File: config.mk
export PLATFORM = sky130hd
export DESIGN_NAME = wls_arith
export DESIGN_NICKNAME = d
export VERILOG_FILES = /design/src/hdl/wls_pkg.sv /design/src/hdl/wls_arith.sv
export SDC_FILE = /design/constraint.sdc
export NUM_CORES = 2
export LEC_CHECK = 0
export BUFFER_PORTS_ARGS = -buffer_cell sky130_fd_sc_hd__buf_2
export CORE_MARGIN = 10
export CORE_UTILIZATION = 31
export CTS_CLUSTER_SIZE = 24
export DETAILED_ROUTE_END_ITERATION = 6
export PLACE_DENSITY = 0.45
export SETUP_SLACK_MARGIN = 0.5
export SYNTH_ARGS = -nofsm -noshare
export SYNTH_HDL_FRONTEND = slang
export SYNTH_SLANG_ARGS = --single-unit
File: constraint.sdc
create_clock -name clk_i -period 21.1 [get_ports clk_i]
set_input_delay 1.055 -clock clk_i [delete_from_list [all_inputs] [get_ports clk_i]]
set_output_delay 1.055 -clock clk_i [all_outputs]
set_load 0.01 [all_outputs]
File: src/hdl/wls_pkg.sv
// ----------------------------------------------------------------------------
// wls_pkg: shared types and constants of the 2-D wave stencil
// Register map, grid limits and the control word passed between stages.
// ----------------------------------------------------------------------------
package wls_pkg;

  localparam int SIZE_W     = 11;
  localparam int IDX_W      = 10;
  localparam int COEF_REG_W = 16;
  localparam int APB_ADDR_W = 5;
  localparam int APB_DATA_W = 32;
  localparam int GRID_MAX   = 1024;
  localparam int GRID_MIN   = 3;

  localparam logic [SIZE_W-1:0]     GRID_ROWS_RST = 11'd1024;
  localparam logic [SIZE_W-1:0]     GRID_COLS_RST = 11'd1024;
  localparam logic [COEF_REG_W-1:0] COEF_RST      = 16'd16384;

  typedef enum logic [2:0] {
    REG_GRID_ROWS  = 3'd0,
    REG_GRID_COLS  = 3'd1,
    REG_COEF_X     = 3'd2,
    REG_COEF_Y     = 3'd3,
    REG_FIRST_STEP = 3'd4
  } reg_idx_e;

  typedef struct packed {
    logic             valid;
    logic             produce;
    logic             last;
    logic [IDX_W-1:0] row;
    logic [IDX_W-1:0] col;
  } s1_ctl_t;

  function automatic logic [SIZE_W-1:0] clamp_size(input logic [SIZE_W-1:0] v,
                                                   input logic [SIZE_W-1:0] cap);
    logic [SIZE_W-1:0] r;
    if (v < SIZE_W'(GRID_MIN)) begin
      r = SIZE_W'(GRID_MIN);
    end else if (v > cap) begin
      r = cap;
    end else begin
      r = v;
    end
    return r;
  endfunction

endpackage

File: src/hdl/wls_arith.sv
// ----------------------------------------------------------------------------
// wls_arith: stencil window and update arithmetic
// Holds the window taps, multiplies the Laplacians, rounds and saturates.
// ----------------------------------------------------------------------------
module wls_arith #(
  parameter int VALUE_BITS = 32,
  parameter int COEF_BITS  = 16
) (
  input  logic                          clk_i,
  input  logic                          rst_ni,
  input  wls_pkg::s1_ctl_t              s1_ctl_i,
  input  logic signed [VALUE_BITS-1:0]  s1_cur_i,
  input  logic signed [VALUE_BITS-1:0]  above1_i,
  input  logic signed [VALUE_BITS-1:0]  above2_i,
  input  logic signed [VALUE_BITS-1:0]  prev_dly_i,
  input  logic [COEF_BITS-1:0]          coef_x_i,
  input  logic [COEF_BITS-1:0]          coef_y_i,
  input  logic                          first_step_i,
  output logic                          s2_ready_o,
  output logic                          out_valid_o,
  input  logic                          out_ready_i,
  output logic signed [VALUE_BITS-1:0]  next_value_o,
  output logic [wls_pkg::IDX_W-1:0]     out_row_o,
  output logic [wls_pkg::IDX_W-1:0]     out_col_o,
  output logic                          out_last_o
);

  localparam int LW = VALUE_BITS + 2;
  localparam int PW = LW + COEF_BITS + 1;
  localparam int SW = PW + 1;
  localparam logic signed [SW-1:0] RndN = SW'(1) <<< (COEF_BITS - 1);
  localparam logic signed [SW-1:0] RndF = SW'(1) <<< COEF_BITS;
  localparam logic signed [SW-1:0] VMax = {{(SW-VALUE_BITS+1){1'b0}}, {(VALUE_BITS-1){1'b1}}};
  localparam logic signed [SW-1:0] VMin = {{(SW-VALUE_BITS+1){1'b1}}, {(VALUE_BITS-1){1'b0}}};

  logic signed [VALUE_BITS-1:0] win0_q, win1_q, tap_up_q, tap_down_q, tap_prev_q;
  logic signed [LW-1:0] lap_x, lap_y, base, ctr2;
  logic signed [PW-1:0] prod_x_d, prod_y_d, prod_x_q, prod_y_q;
  logic signed [LW-1:0] base_q;
  logic                 first_q;
  logic                 s1_adv, s2_take, s3_ready;
  logic                 s2_valid_q, s2_valid_d, out_valid_q, out_valid_d;
  logic [wls_pkg::IDX_W-1:0] s2_row_q, s2_col_q;
  logic                 s2_last_q;
  logic signed [SW-1:0] sum, rounded, res;
  logic signed [VALUE_BITS-1:0] sat;
  logic signed [VALUE_BITS-1:0] next_value_q;
  logic [wls_pkg::IDX_W-1:0] out_row_q, out_col_q;
  logic                 out_last_q;

  assign s3_ready   = !out_valid_q || out_ready_i;
  assign s2_ready_o = !s2_valid_q || s3_ready;
  assign s1_adv     = s1_ctl_i.valid && s2_ready_o;
  assign s2_take    = s2_valid_q && s3_ready;

  always_comb begin
    ctr2     = LW'(win0_q) <<< 1;
    lap_x    = LW'(tap_up_q) + LW'(tap_down_q) - ctr2;
    lap_y    = LW'(win1_q) + LW'(above1_i) - ctr2;
    base     = first_step_i ? LW'(win0_q) : (ctr2 - LW'(tap_prev_q));
    prod_x_d = $signed({1'b0, coef_x_i}) * lap_x;
    prod_y_d = $signed({1'b0, coef_y_i}) * lap_y;
    s2_valid_d  = (s1_adv && s1_ctl_i.produce) ? 1'b1 : (s2_take ? 1'b0 : s2_valid_q);
    out_valid_d = s2_take ? 1'b1 : (out_valid_q && !out_ready_i);
  end

  always_comb begin
    sum     = SW'(prod_x_q) + SW'(prod_y_q);
    rounded = first_q ? ((sum + RndF) >>> (COEF_BITS + 1)) : ((sum + RndN) >>> COEF_BITS);
    res     = rounded + SW'(base_q);
    if (res > VMax) begin
      sat = VMax[VALUE_BITS-1:0];
    end else if (res < VMin) begin
      sat = VMin[VALUE_BITS-1:0];
    end else begin
      sat = res[VALUE_BITS-1:0];
    end
  end

  always_ff @(posedge clk_i or negedge rst_ni) begin
    if (!rst_ni) begin
      win0_q      <= '0;
      win1_q      <= '0;
      tap_up_q    <= '0;
      tap_down_q  <= '0;
      tap_prev_q  <= '0;
      s2_valid_q  <= 1'b0;
      out_valid_q <= 1'b0;
    end else begin
      s2_valid_q  <= s2_valid_d;
      out_valid_q <= out_valid_d;
      if (s1_adv) begin
        win1_q     <= win0_q;
        win0_q     <= above1_i;
        tap_up_q   <= above2_i;
        tap_down_q <= s1_cur_i;
        tap_prev_q <= prev_dly_i;
      end
    end
  end

  always_ff @(posedge clk_i) begin
    if (s1_adv && s1_ctl_i.produce) begin
      prod_x_q  <= prod_x_d;
      prod_y_q  <= prod_y_d;
      base_q    <= base;
      first_q   <= first_step_i;
      s2_row_q  <= s1_ctl_i.row;
      s2_col_q  <= s1_ctl_i.col;
      s2_last_q <= s1_ctl_i.last;
    end
    if (s2_take) begin
      next_value_q <= sat;
      out_row_q    <= s2_row_q;
      out_col_q    <= s2_col_q;
      out_last_q   <= s2_last_q;
    end
  end

  assign out_valid_o  = out_valid_q;
  assign next_value_o = next_value_q;
  assign out_row_o    = out_row_q;
  assign out_col_o    = out_col_q;
  assign out_last_o   = out_last_q;

endmodule

**Yosys cells after proc, flatten, opt, wreduce, memory -nomap -nowiden**

Index checks and enable logic that the tools add are counted.

- Register bits after elaboration: 373
- Output and inout port bits: 55
- Input port bits: 187
- Logic and storage cells: 47

- Magnitude comparators: 2
- Reductions and logical operators: 10
- Multiply operators: 2
- Add/sub/neg operators: 9
- Multiplexer cells: 6

Operators with widths:

| cell | count |
|---|---|
| $mul A17 B34 Y51 | 2 |
| $sub A33 B33 Y34 | 2 |
| $add A32 B32 Y33 | 2 |
| $add A51 B51 Y52 | 1 |
| $add A52 B17 Y52 const B | 1 |
| $add A52 B18 Y52 const B | 1 |
| $add A52 B34 Y52 | 1 |
| $gt A52 B32 Y1 const B | 1 |
| $lt A52 B32 Y1 const B | 1 |
| $mux W52 | 1 |
| $mux W34 | 1 |
| $sub A33 B32 Y34 | 1 |
| $mux W32 | 1 |
| $logic_and A1 B1 Y1 | 4 |
| $logic_not A1 Y1 | 3 |
| $mux W1 | 3 |
| $logic_or A1 B1 Y1 | 2 |
| $reduce_bool A2 Y1 | 1 |

**Depth between registers and ports, before layout**

- Depth in word-level cells: 6
- Depth in mapped cells: 41
- Mapped depth without buffers: 39

**Worst setup path before layout**

No wires, ideal clock.

- Path type: input to register
- From: input port above1_i[7]
- To: register prod_y_q[47], data pin
- Library setup time: 259 ps
- Path buffers: 2
- Required time: 20841 ps
- Data arrival time: 10052 ps
- Stages on the path: 39
- Path slack: 10789 ps
- Cell sequence: inv_1 > fa_1 > inv_1 > ha_1 > and4_1 > nand2_1 > a211oi_1 > o21bai_1 > a21boi_0 > o311ai_0 > o21ai_0 > a31oi_1 > a211oi_1 > xnor2_1 > clkbuf_1 > nand2_1 > fa_1 > fa_1 > [3 not listed] > fa_1 > inv_1 > fa_1 > inv_1 > ha_1 > clkbuf_1 > a21o_1 > a21o_1 > a21oi_1 > o21ai_0 > or3_1 > o22ai_1 > o21ai_0 > o41ai_1 > o311a_1 > nand2b_1 > a21oi_1 > xnor2_1

- Longest elaborated chain between the ends: 3

RTL lines:

| element | line | RTL |
|---|---|---|
| start: declaration | wls_arith.sv:13 | `input logic signed [VALUE_BITS-1:0] above1_i,` |
| $add A32 B32 Y33 | wls_arith.sv:59 | `lap_y = LW'(win1_q) + LW'(above1_i) - ctr2;` |
| $sub A33 B33 Y34 | wls_arith.sv:59 |  |
| $mul A17 B34 Y51 | wls_arith.sv:62 | `prod_y_d = $signed({1'b0, coef_y_i}) * lap_y;` |
| net prod_y_d[47] | wls_arith.sv:38 | `logic signed [PW-1:0] prod_x_d, prod_y_d, prod_x_q, prod_y_q;` |
| end signal: assignment | wls_arith.sv:105 | `prod_y_q <= prod_y_d;` |
| end: declaration | wls_arith.sv:38 |  |

The timed path passes the listed nets, and every way through them passes these cells.
A chain may end at the register's enable or synchronous reset.

**Worst setup path in the final report**

- From: register win0_q[5]
- To: register prod_y_q[50], data pin

- Longest elaborated chain between the ends: 2

RTL lines:

| element | line | RTL |
|---|---|---|
| start: declaration | wls_arith.sv:36 | `logic signed [VALUE_BITS-1:0] win0_q, win1_q, tap_up_q, tap_down_q, tap_prev_q;` |
| start signal: assignment | wls_arith.sv:94 | `win0_q <= above1_i;` |
| $sub A33 B33 Y34 | wls_arith.sv:59 |  |
| $mul A17 B34 Y51 | wls_arith.sv:62 |  |
| net prod_y_d[50] | wls_arith.sv:38 |  |

The timed path passes the listed nets, and every way through them passes these cells.

==> impl_results.md <==
- Outcome: complete, no violations
- CP endpoint kind: flop
- Crit path buf inv count: 6
- Mapped Area: 0.0641 mm²
- GR Overflow Total: 0
- Post-Syn Instances: 6996
- IO buf count: 241
- Resize count post-CTS: 0
- ANT nets after route: 0
- # DRC: 0
- Initial core utilization: 31.2%
- Post-synthesis sequential area ratio: 16.2%
- #FFs+latches synth: 373
- Pin count of the biggest net entering global routing: 91
- Slew Limit Fails: 0
- RePlAce Congestion: 0.907
- Min-delay worst type: flop to flop
- Syn_nets: 8703
- Metal2 WL: 95000 µm
- M1 WL: 95500 µm
- Crit path time final: 10.94 ns
- RSZ-0062 raised after global routing: false
- Wire length per cell: 20.7 µm
- Clk sinks: 373
- Top_reg_cell synth: edfxtp_1
- Finish-stage setup viols: 0
- Num rows: 166
- Total length of routed wires: 204000 µm
- Most instantiated cells after synthesis: inv_1 (1568), fa_1 (1089), nand2_1 (881), ha_1 (431), and2_1 (407)
- Synth warn: 0
- Startpoint Class: flop
- Fraction of layout instances using a drive strength above 1: 9.01%
- Yosys cell types: 100
- Clock transition at path regs: 0.07 ns
- Fin nets: 8848
- First DRT Iteration DRCs: 2660
- Clock Skews: 0.0625 ns
- Initial antenna violation count: 8
- WP data required: 21.48 ns
- Syn Area/Cell: 9.16 µm²
- Synth area leader: fa_1
- CTS tree: built
- Top-count cell post-synth: inv_1
- Die Width: 475 µm
- CP max stage cell: fa_1
- Least-Margin Pin Slew: 1.16 ns
- Wire length on met3: 8660 µm
- CP dominant cell by count: fa_1
- Htree depth: 2
- Crit Path Category: flop to flop
- F_max: 91.4 MHz
- Longest Clk Path Bufs: 3
- HPWL after detailed placement: 165000 µm
- Global-route wire length before repair: 315000 µm
- Max Cap Violations: 0
- DR vias/cell: 4.83
- Vert. Die Dim: 475 µm
- Root buffer cell: clkbuf_16
- Final Hold Fails: 0
- Area growth from synthesis to layout: 9.60%
- Vias: 47.7k
- Rel. slew slack: 22.6%
- Post-synth EDFFs: 211
- Final worst path period share: 51.8%
- Hold buffer count at CTS: 0
- Top post-synthesis cells by area: fa_1 (34%), edfxtp_1 (9.9%), inv_1 (9.2%)
- Vias in the first global route: 50.7k
- Core box area: 0.205 mm²
- CTS Buf Count: 47
- Post-CTS setup buffers: 0
- Core Util, Final: 34.2%
- Hold Slack: 0.417 ns
- Clk_lat worst skew: 0.66 ns
- Synth top area share: 34.0%
- IO Count: 242
- Pre-Repair DR Iteration Count: 5
- Worst Path Arrival: 11.31 ns
- FFs w/ async S/R, synth: 43.4%
- Top routing layer used: met5
- Aggregate global-route resource usage: 18.1%
- DIE AREA: 0.225 mm²
- Crit-path max FO: 16
- CP top delay family: compound AO/OA/AOI/OAI gates
- Post-route setup TNS: 0 ns
- Slowest stage delay, CP: 0.54 ns
-- stage by stage --
step	cells	setup slack (ns)	area, µm²
final	9868	10.16	70300
after global routing	9867	9.52	70200
after CTS	9867	10.18	70200
after detailed placement	9780	9.73	68600
after global placement	9780	9.86	68600
after floorplan	6996	10.79	64100
-- cells in the final DEF, fill, tap and decap left out, drive strengths merged, types with 30 or more instances in the layout --
master / netlist / final
o21bai: 51 / 51
and2: 408 / 408
nor2: 187 / 187
and3: 36 / 36
ha: 431 / 431
buf: 25 / 349
a21o: 110 / 110
dfrtp: 162 / 162
o21ai: 199 / 199
o21a: 47 / 47
a21oi: 242 / 242
a211oi: 38 / 38
nand2b: 50 / 50
nor2b: 45 / 45
nand2: 881 / 881
fa: 1089 / 1089
nand3: 73 / 73
xnor2: 220 / 220
nor3: 73 / 73
o22ai: 34 / 34
or3: 30 / 30
xor2: 99 / 99
edfxtp: 211 / 211
mux2: 134 / 134
inv: 1568 / 1574
nand4: 31 / 31
clkbuf: 228 / 57
-- cell families (layout without fill, tap and decap cells) --
group                    after synthesis  after routing  synth area share, %
AO/OA/AOI/OAI                        903            903                 9.20
adder cells (fa/ha/maj)             1526           1526                 42.5
flip-flops                           373            373                 16.2
XOR/XNOR                             319            319                 4.37
buffers and inverters               1821           2004                 10.7
AND/OR/NAND/NOR                     1904           1904                 14.4
multiplexers                         150            150                 2.60
other                                  0              1                    0
-- area by class of cell --
class                   count  area, µm²
flip-flops and latches    373      10400
clock inverters            30        393
multi-input cells        4802      46900
diodes                      1       2.50
repair buffers            349       2020
clock buffers              57       1270
inverters                1568       5890
well taps                2688       3360
fillers                 21400     135000
-- path summary, 6_finish.rpt --
check,start,end,slack (ns),cells past startpoint
setup / recovery,win0_q[5]$_DFFE_PN0P_,prod_y_q[50]$_DFFE_PP_,10.16,38
hold reg to reg,s2_col_q[0]$_DFFE_PP_,out_col_o[0]$_DFFE_PP_,0.42,0
min in group asynchronous,rst_ni,tap_down_q[14]$_DFFE_PN0P_,0.48,1
max in group asynchronous,rst_ni,win1_q[2]$_DFFE_PN0P_,19.03,2
setup reg to reg,win0_q[5]$_DFFE_PN0P_,prod_y_q[50]$_DFFE_PP_,10.16,38
hold / removal,s2_col_q[0]$_DFFE_PP_,out_col_o[0]$_DFFE_PP_,0.42,0
-- metal layers --
| layer | vias up | track usage (%) |
|---|---|---|
| met1 | 24500 | 25.3 |
| met3 | 184 | 2.16 |
| met2 | 961 | 30.1 |
| met4 | 6 | 3.71 |
| met5 | - | 0 |
| li1 | 22000 | - |
-- flip-flops by register name, indices dropped and copies added (netlist names) --
signal / count
win1_q: 32
first_q: 1
out_col_o: 10
next_value_o: 32
tap_up_q: 32
base_q: 34
out_valid_o: 1
prod_y_q: 51
prod_x_q: 51
s2_col_q: 10
s2_valid_q: 1
out_last_o: 1
tap_prev_q: 32
tap_down_q: 32
win0_q: 32
out_row_o: 10
s2_last_q: 1
s2_row_q: 10
Power is not shown: default switching activity piles up to over one toggle a cycle in this logic, so the estimate is an artifact.
