`src/hdl/wls_pkg.sv`:
```
// ----------------------------------------------------------------------------
// wls_pkg: shared types and constants of the 2-D wave stencil
// Register map, grid limits and the control word passed between stages.
// ----------------------------------------------------------------------------
package wls_pkg;

  localparam int SIZE_W     = 11;
  localparam int IDX_W      = 10;
  localparam int COEF_REG_W = 16;
  localparam int APB_ADDR_W = 5;
  localparam int APB_DATA_W = 32;
  localparam int GRID_MAX   = 1024;
  localparam int GRID_MIN   = 3;

  localparam logic [SIZE_W-1:0]     GRID_ROWS_RST = 11'd1024;
  localparam logic [SIZE_W-1:0]     GRID_COLS_RST = 11'd1024;
  localparam logic [COEF_REG_W-1:0] COEF_RST      = 16'd16384;

  typedef enum logic [2:0] {
    REG_GRID_ROWS  = 3'd0,
    REG_GRID_COLS  = 3'd1,
    REG_COEF_X     = 3'd2,
    REG_COEF_Y     = 3'd3,
    REG_FIRST_STEP = 3'd4
  } reg_idx_e;

  typedef struct packed {
    logic             valid;
    logic             produce;
    logic             last;
    logic [IDX_W-1:0] row;
    logic [IDX_W-1:0] col;
  } s1_ctl_t;

  function automatic logic [SIZE_W-1:0] clamp_size(input logic [SIZE_W-1:0] v,
                                                   input logic [SIZE_W-1:0] cap);
    logic [SIZE_W-1:0] r;
    if (v < SIZE_W'(GRID_MIN)) begin
      r = SIZE_W'(GRID_MIN);
    end else if (v > cap) begin
      r = cap;
    end else begin
      r = v;
    end
    return r;
  endfunction

endpackage

```
`src/hdl/wls_ctrl.sv`:
```
// ----------------------------------------------------------------------------
// wls_ctrl: raster position tracking and first pipeline stage
// Derives row and column of each accepted cell and holds the stage-1 control.
// ----------------------------------------------------------------------------
module wls_ctrl #(
  parameter int MAX_COLS   = 1024,
  parameter int VALUE_BITS = 32
) (
  input  logic                              clk_i,
  input  logic                              rst_ni,
  input  logic                              in_valid_i,
  output logic                              in_ready_o,
  input  logic                              frame_start_i,
  input  logic signed [VALUE_BITS-1:0]      cur_value_i,
  input  logic [wls_pkg::SIZE_W-1:0]        grid_rows_i,
  input  logic [wls_pkg::SIZE_W-1:0]        grid_cols_i,
  input  logic                              s2_ready_i,
  output logic                              accept_o,
  output logic [$clog2((MAX_COLS < wls_pkg::GRID_MAX) ? MAX_COLS
                       : wls_pkg::GRID_MAX)-1:0] rd_addr_o,
  output logic [$clog2((MAX_COLS < wls_pkg::GRID_MAX) ? MAX_COLS
                       : wls_pkg::GRID_MAX)-1:0] s1_addr_o,
  output logic                              s1_adv_o,
  output wls_pkg::s1_ctl_t                  s1_ctl_o,
  output logic signed [VALUE_BITS-1:0]      s1_cur_o
);

  localparam int ColCap = (MAX_COLS < wls_pkg::GRID_MAX) ? MAX_COLS : wls_pkg::GRID_MAX;
  localparam int AddrW  = $clog2(ColCap);
  localparam int SW     = wls_pkg::SIZE_W;
  localparam int IW     = wls_pkg::IDX_W;

  logic [SW-1:0] nrows, ncols;
  logic [IW-1:0] row_q, row_d, col_q, col_d;
  logic [IW-1:0] r0, c0, cur_r, cur_c;
  logic [SW-1:0] r1, cn, rn;
  logic          wrap0;
  logic          s1_valid_q, s1_valid_d;
  wls_pkg::s1_ctl_t ctl_q, ctl_d;
  logic [AddrW-1:0] s1_addr_q;
  logic signed [VALUE_BITS-1:0] s1_cur_q;

  assign nrows = wls_pkg::clamp_size(grid_rows_i, SW'(wls_pkg::GRID_MAX));
  assign ncols = wls_pkg::clamp_size(grid_cols_i, SW'(ColCap));

  assign in_ready_o = !s1_valid_q || s2_ready_i;
  assign accept_o   = in_valid_i && in_ready_o;
  assign s1_adv_o   = s1_valid_q && s2_ready_i;

  always_comb begin
    r0    = frame_start_i ? '0 : row_q;
    c0    = frame_start_i ? '0 : col_q;
    wrap0 = {1'b0, c0} >= ncols;
    r1    = wrap0 ? ({1'b0, r0} + SW'(1)) : {1'b0, r0};
    cur_c = wrap0 ? '0 : c0;
    cur_r = (r1 >= nrows) ? '0 : r1[IW-1:0];
    cn    = {1'b0, cur_c} + SW'(1);
    rn    = {1'b0, cur_r} + SW'(1);
    if (cn >= ncols) begin
      col_d = '0;
      row_d = (rn >= nrows) ? '0 : rn[IW-1:0];
    end else begin
      col_d = cn[IW-1:0];
      row_d = cur_r;
    end
    ctl_d.valid   = 1'b1;
    ctl_d.produce = (cur_r >= IW'(2)) && (cur_c >= IW'(2));
    ctl_d.last    = ({1'b0, cur_r} == nrows - SW'(1)) && ({1'b0, cur_c} == ncols - SW'(1));
    ctl_d.row     = cur_r - IW'(1);
    ctl_d.col     = cur_c - IW'(1);
    s1_valid_d    = accept_o ? 1'b1 : (s1_adv_o ? 1'b0 : s1_valid_q);
  end

  assign rd_addr_o = cur_c[AddrW-1:0];

  always_ff @(posedge clk_i or negedge rst_ni) begin
    if (!rst_ni) begin
      row_q      <= '0;
      col_q      <= '0;
      s1_valid_q <= 1'b0;
    end else begin
      s1_valid_q <= s1_valid_d;
      if (accept_o) begin
        row_q <= row_d;
        col_q <= col_d;
      end
    end
  end

  always_ff @(posedge clk_i) begin
    if (accept_o) begin
      ctl_q     <= ctl_d;
      s1_addr_q <= cur_c[AddrW-1:0];
      s1_cur_q  <= cur_value_i;
    end
  end

  always_comb begin
    s1_ctl_o       = ctl_q;
    s1_ctl_o.valid = s1_valid_q;
  end

  assign s1_addr_o = s1_addr_q;
  assign s1_cur_o  = s1_cur_q;

endmodule

```
`config.mk`:
```
export PLATFORM = sky130hd
export DESIGN_NAME = wls_ctrl
export DESIGN_NICKNAME = d
export VERILOG_FILES = /design/src/hdl/wls_pkg.sv /design/src/hdl/wls_ctrl.sv
export SDC_FILE = /design/constraint.sdc
export NUM_CORES = 1
export LEC_CHECK = 0
export BUFFER_PORTS_ARGS = -buffer_cell sky130_fd_sc_hd__buf_2
export CAP_MARGIN = 20
export CORE_MARGIN = 1.5
export CORE_UTILIZATION = 50
export DETAILED_ROUTE_END_ITERATION = 8
export GPL_TIMING_DRIVEN = 0
export PLACE_DENSITY = 0.82
export SLEW_MARGIN = 30
export SYNTH_ARGS = -nofsm -noshare
export SYNTH_HDL_FRONTEND = slang
export SYNTH_SLANG_ARGS = --single-unit
```
`constraint.sdc`:
```
create_clock -name clk_i -period 6.1 [get_ports clk_i]
set_input_delay 0.915 -clock clk_i [delete_from_list [all_inputs] [get_ports clk_i]]
set_output_delay 0.915 -clock clk_i [all_outputs]
set_load 0.03 [all_outputs]
```
# Word level (Yosys, flattened, before mapping)
# Cells that the tools add are included.
op_classes:
  add_sub_neg: 7
  n_mul: 0
  n_div: 0
  magnitude_cmp: 10
  n_eq_ne: 2
  n_shift: 0
  mux: 14
  n_bitwise: 0
  n_reduce_logical: 7
op_table:
  columns: ["op", "n"]
  rows:
  - ["$mux 10", 7]
  - ["$mux 11", 5]
  - ["$add 10x1->11 const B", 3]
  - ["$ge 11x11->1", 3]
  - ["$eq 10x11->1", 2]
  - ["$gt 11x11->1 const B", 2]
  - ["$lt 11x2->1 const B", 2]
  - ["$sub 11x1->11 const B", 2]
  - ["$ge 10x2->1 const B", 2]
  - ["$sub 10x1->10 const B", 2]
  - ["$ge 10x11->1", 1]
  - ["$logic_and 1x1->1", 4]
  - ["$mux 1", 2]
  - ["$reduce_bool 2->1", 1]
  - ["$logic_not 1->1", 1]
  - ["$logic_or 1x1->1", 1]
word_totals:
  regBits: 85
  latchBits: 0
  ram_bits: 0
  mem_bits_ro: 0
  output_inout_bits: 78
  n_memories: 0

# Logic depth before layout (Yosys ltp)
logic_depth:
  ltp_word: 11
  mapped_depth: 33
  ltp_nobuf: 31

# Worst setup path after synthesis
# Ideal clock, no wire load.
synth_timing:
  path_kind: "in2reg"
  start: "in grid_cols_i[5] in the netlist's numbering"
  end: "reg row_q[9]"
  setup_ns: 0.086
  arrival_ns: 7.608
  t_required_ns: 6.014
  slack_ns: -1.593
  cell_stages: 28
  n_path_buf: 1
  cell_sequence: "or4_1 > nor3_1 > o21ai_0 > ha_1 > nand2_1 > o21ai_1 > nand2_1 > a21oi_1 > xnor2_1 > nor2_1 > ha_1 > a2111o_1 > or4_4 > a31oi_4 > nor2_2 > or2_1 > clkbuf_1 > inv_2 > ha_1 > nand4_1 > xnor2_1 > ha_1 > or3_1 > a221oi_1 > o21a_1 > nand2_1 > or4_1 > a32oi_1"
synth_between:
  elab_chain_cells: 11
synth_lines:
  columns: ["item", "line_no", "rtl"]
  rows:
  - ["from (decl)", "wls_ctrl.sv:16", "input logic [wls_pkg::SIZE_W-1:0] grid_cols_i,"]
  - ["$gt 11x11->1", "wls_pkg.sv:40", "end else if (v > cap) begin"]
  - ["$mux 11", "wls_pkg.sv:40", null]
  - ["$mux 11 (*)", "wls_pkg.sv:38", "if (v < SIZE_W'(GRID_MIN)) begin"]
  - ["$ge 10x11->1", "wls_ctrl.sv:53", "wrap0 = {1'b0, c0} >= ncols;"]
  - ["$mux 11", "wls_ctrl.sv:54", "r1 = wrap0 ? ({1'b0, r0} + SW'(1)) : {1'b0, r0};"]
  - ["$ge 11x11->1", "wls_ctrl.sv:56", "cur_r = (r1 >= nrows) ? '0 : r1[IW-1:0];"]
  - ["$mux 10", "wls_ctrl.sv:56", null]
  - ["$add 10x1->11", "wls_ctrl.sv:58", "rn = {1'b0, cur_r} + SW'(1);"]
  - ["$ge 11x11->1", "wls_ctrl.sv:61", "row_d = (rn >= nrows) ? '0 : rn[IW-1:0];"]
  - ["$mux 10", "wls_ctrl.sv:61", null]
  - ["$mux 10 (*)", "wls_ctrl.sv:59", "if (cn >= ncols) begin"]
  - ["to (signal assigned)", "wls_ctrl.sv:84", "row_q <= row_d;"]
  - ["to (decl)", "wls_ctrl.sv:34", "logic [IW-1:0] row_q, row_d, col_q, col_d;"]
# Mark *: on every way between the ends. The rest lies on a longest branch, timed or not.
# A chain may end at the register's enable or synchronous reset.

# Worst setup path in the final report
layout_timing:
  start: "in grid_cols_i[8] in the netlist's numbering"
  end: "reg row_q[9]"
# The elaborated chain is that of the path after synthesis.

==> impl_results.rst <==
.. list-table::
   :header-rows: 1

   * - Metric
     - Value
   * - Outcome
     - finished with violations
   * - Violations in the final reports
     - negative setup slack
   * - Final number of setup-violating endpoints
     - 10
   * - Slew at the pin closest to its max-slew limit
     - 0.774 ns
   * - DRT Pass-1 Iters
     - 6
   * - Mapped Cells
     - 685
   * - Layout cells sized above 1
     - 35.3%
   * - Worst reg2reg setup slack
     - -0.48 ns
   * - Count of yosys warnings during synthesis
     - 0
   * - Via count of the first global-routing pass
     - 6057
   * - Antenna violations before repair
     - 0
   * - Compound-cell area share of the yosys netlist
     - 18.6%
   * - Number of library cell types mapped by synthesis
     - 81
   * - Global router's overall resource usage
     - 29.5%
   * - Last weighted congestion value of the routability-driven placer
     - 0.961
   * - Nets
     - 1000
   * - Leftover overflow at the end of global routing
     - 0
   * - Total number of H-tree levels
     - 3
   * - Post-synthesis share of cell area spent on xor and xnor gates
     - 6.79%
   * - Setup repair after global routing missed its margin
     - true
   * - Share of the clock period used by the worst path
     - 117%
   * - CP Max Fanout
     - 5
   * - Met2 track utilization from global routing
     - 51.2%
   * - Number of instances in the placed design
     - 986
   * - Max-Cap Viols
     - 0
   * - Mean routed wirelength per cell
     - 19.2 um
   * - DR iter-0 viols
     - 700
   * - CTS tree
     - built
   * - Antenna diodes
     - 0
   * - Grt peak-use layer
     - met2
   * - Skew-Pair Late Insertion Delay
     - 0.34 ns
   * - Peak Freq
     - 140 MHz
   * - Top post-synthesis cells by area
     - sky130_fd_sc_hd__edfxtp_1 30%, sky130_fd_sc_hd__ha_1 10%, sky130_fd_sc_hd__dfrtp_1 8.3%, sky130_fd_sc_hd__xnor2_1 4.7%, sky130_fd_sc_hd__nand2_1 4.7%
   * - Site Rows
     - 40
   * - Critical path's top delay family
     - simple AND/OR/NAND/NOR gates
   * - Total Wirelength
     - 20400 um
   * - CP max stage delay
     - 0.54 ns
   * - Count of flip-flops with a built-in enable after synthesis
     - 64
   * - Clock transition time at the flip-flop clock pins of the worst setup and hold paths
     - 0.07 ns
   * - Count of vias placed by the detailed router
     - 6547
   * - Kind of end point of the critical path
     - register
   * - #FFs+latches synth
     - 85
   * - Post-synthesis adder-cell area fraction
     - 10.3%
   * - Synthesized area per cell
     - 9.23 um2
   * - Die Outline Area
     - 13300 um2
   * - Fraction of the mapped netlist area in simple logic gates
     - 20.3%
   * - Worst clock skew on the final layout
     - 0.0130 ns
   * - Worst hold margin
     - 0.550 ns
   * - Layout Cells excl Fill
     - 1062
   * - Type of the worst setup path
     - in2reg
   * - Main combinational cell family by area after synthesis
     - simple AND/OR/NAND/NOR gates
   * - Net count after synthesis
     - 796
   * - Detail Route Antenna Nets
     - 0
   * - Number of hold buffers added after CTS
     - 0
   * - Area overhead of the layout relative to synthesis
     - 36.5%
   * - Worst-case clock buffer depth
     - 2
   * - Num ports
     - 137
   * - Clock root buffer
     - sky130_fd_sc_hd__clkbuf_16
   * - Number of buffers and inverters on the critical path
     - 3
   * - Commonest non-fill, non-tap cell in the layout
     - sky130_fd_sc_hd__buf_2
   * - First-pass GRT wire length
     - 30700 um
   * - Number of hold violations in the final report
     - 0
   * - Portion of netlist area occupied by mux cells
     - 1.56%
   * - Largest area contributor in the netlist
     - sky130_fd_sc_hd__edfxtp_1
   * - Primary FF master, synth
     - sky130_fd_sc_hd__edfxtp_1
   * - CP max stage cell
     - sky130_fd_sc_hd__or4_4
   * - Avg Vias per Cell
     - 6.16
   * - Post-detail-place hpwl
     - 13800 um
   * - Filler instances
     - 832
   * - Data arrival time of the worst path
     - 7.41 ns
   * - Share of the yosys chip area belonging to registers
     - 38.7%
   * - Met3 usage in global routing
     - 5.60%
   * - Initial cell density of the core
     - 52.0%
   * - Total standard cell area after synthesis
     - 6320 um2
   * - Min setup slack post-route
     - -1.05 ns
   * - Power Dens Cells
     - 260 nW/um2
   * - Number of max-slew violations in the final report
     - 0
   * - Worst max-slew margin expressed relative to the limit
     - 47.9%
   * - Number of clock sinks
     - 85
   * - Number of I/O port buffers
     - 132
   * - Floorplan die width
     - 115 um
   * - Top library cells by usage in the layout, fill and taps aside
     - 130 x sky130_fd_sc_hd__buf_2, 70 x sky130_fd_sc_hd__nand2_1, 64 x sky130_fd_sc_hd__edfxtp_1
   * - Hold Path Class
     - reg2reg
   * - Data required time of the critical path
     - 6.36 ns
   * - Critical path startpoint category
     - input pin
   * - Height of the chip
     - 115 um
   * - DRC viols
     - 0
   * - Yosys top cell area share
     - 30.4%
   * - Leakage
     - 3.63 nW
   * - Post-layout utilization of the core
     - 71.0%
   * - Routing usage on met1
     - 35.3%
   * - Fin crit period
     - 7.15 ns
   * - Maximum number of pins on one net before global-route repair
     - 40
   * - Placeable core region
     - 12200 um2
   * - Peak supply drop
     - 0.151 mV
   * - Share of flip-flops with an asynchronous set or reset after synthesis
     - 24.7%
   * - TritonCTS buffer count
     - 9
-- stage by stage --
stage	TNS [ns]	total power [mW]	area, um2	worst slack [ns]
after floorplan	-6.94	1.28	6450	-0.967
after global placement	-33.84	1.46	7320	-2.25
after detailed placement	-32.46	1.48	7350	-2.28
after CTS	-10.64	2.11	8140	-0.892
after global routing	-10.53	2.34	8630	-1.20
final	-8.62	2.24	8630	-1.05
-- per-layer routing --
metal / wire length, um / vias up
li1: - / 2980
met1: 7660 / 3039
met2: 9730 / 407
met3: 1660 / 121
met4: 1320 / 0
met5: 0 / -
-- logic make-up (layout without fill, tap and decap cells) --
group,after synthesis,count (layout)
and+or+nand+nor,263,263
AOI/OAI and AO/OA,176,176
DFF,85,85
buffers and inverters,53,262
adders and majority gates,52,52
xor gates and xnor gates,49,49
muxes,7,7
-- final timing paths --
path / cells past startpoint / endpoint / startpoint
max: 28 / row_q[9]$_DFFE_PN0P_ / grid_cols_i[8]
min: 1 / col_q[2]$_DFFE_PN0P_ / col_q[2]$_DFFE_PN0P_
max reg2reg: 27 / row_q[9]$_DFFE_PN0P_ / col_q[4]$_DFFE_PN0P_
min reg2reg: 1 / col_q[2]$_DFFE_PN0P_ / col_q[2]$_DFFE_PN0P_
max in group asynchronous: 1 / col_q[1]$_DFFE_PN0P_ / rst_ni
min in group asynchronous: 1 / row_q[6]$_DFFE_PN0P_ / rst_ni
-- what timing repair did --
item,in CTS,in global routing
buffers inserted,31,31
pin swaps,27,43
resized for setup,47,56
cloned,0,0
endpoints found under the setup margin,24,21
-- registers in the layout, indices dropped and copies added (netlist names) --
| signal | cells |
|---|---|
| s1_addr_o | 10 |
| s1_ctl_o | 22 |
| row_q | 10 |
| col_q | 10 |
| s1_valid_q | 1 |
| s1_cur_o | 32 |
-- Yosys cell counts (all sizes together), types with 4 or more instances --
cell type	n
nand2	81
edfxtp	64
nor2	57
ha	52
o21ai	44
a21oi	41
xnor2	34
nand3	30
inv	26
nor3	22
dfrtp	21
clkbuf	18
xor2	15
a31oi	13
nand4	13
nor2b	11
nor4	10
o21a	9
o211ai	8
mux2i	7
buf	6
nand2b	6
o22ai	6
o31ai	6
or3	6
a2111oi	5
a211oi	5
a22o	5
and2	5
and3	5
a22oi	4
or2	4
or4	4
-- area by class of cell --
class                      instances  area [um2]  share of cell area [%]
multi-input combinational        547        4180                    48.4
clock inverter                     7        91.3                    1.06
inverter                          27         119                    1.38
buffer                            24         173                    2.00
sequential                        85        2450                    28.4
timing repair buffer             195        1190                    13.8
tap                              168         210                    2.44
clock buffer                       9         225                    2.61
-- power breakdown --
group          total (mW)  internal (mW)  switching, mW
Sequential          0.741          0.703         0.0372
Combinational       0.932          0.360          0.572
Clock               0.570          0.327          0.242
Note: power is estimated with default switching activity, not from simulation.
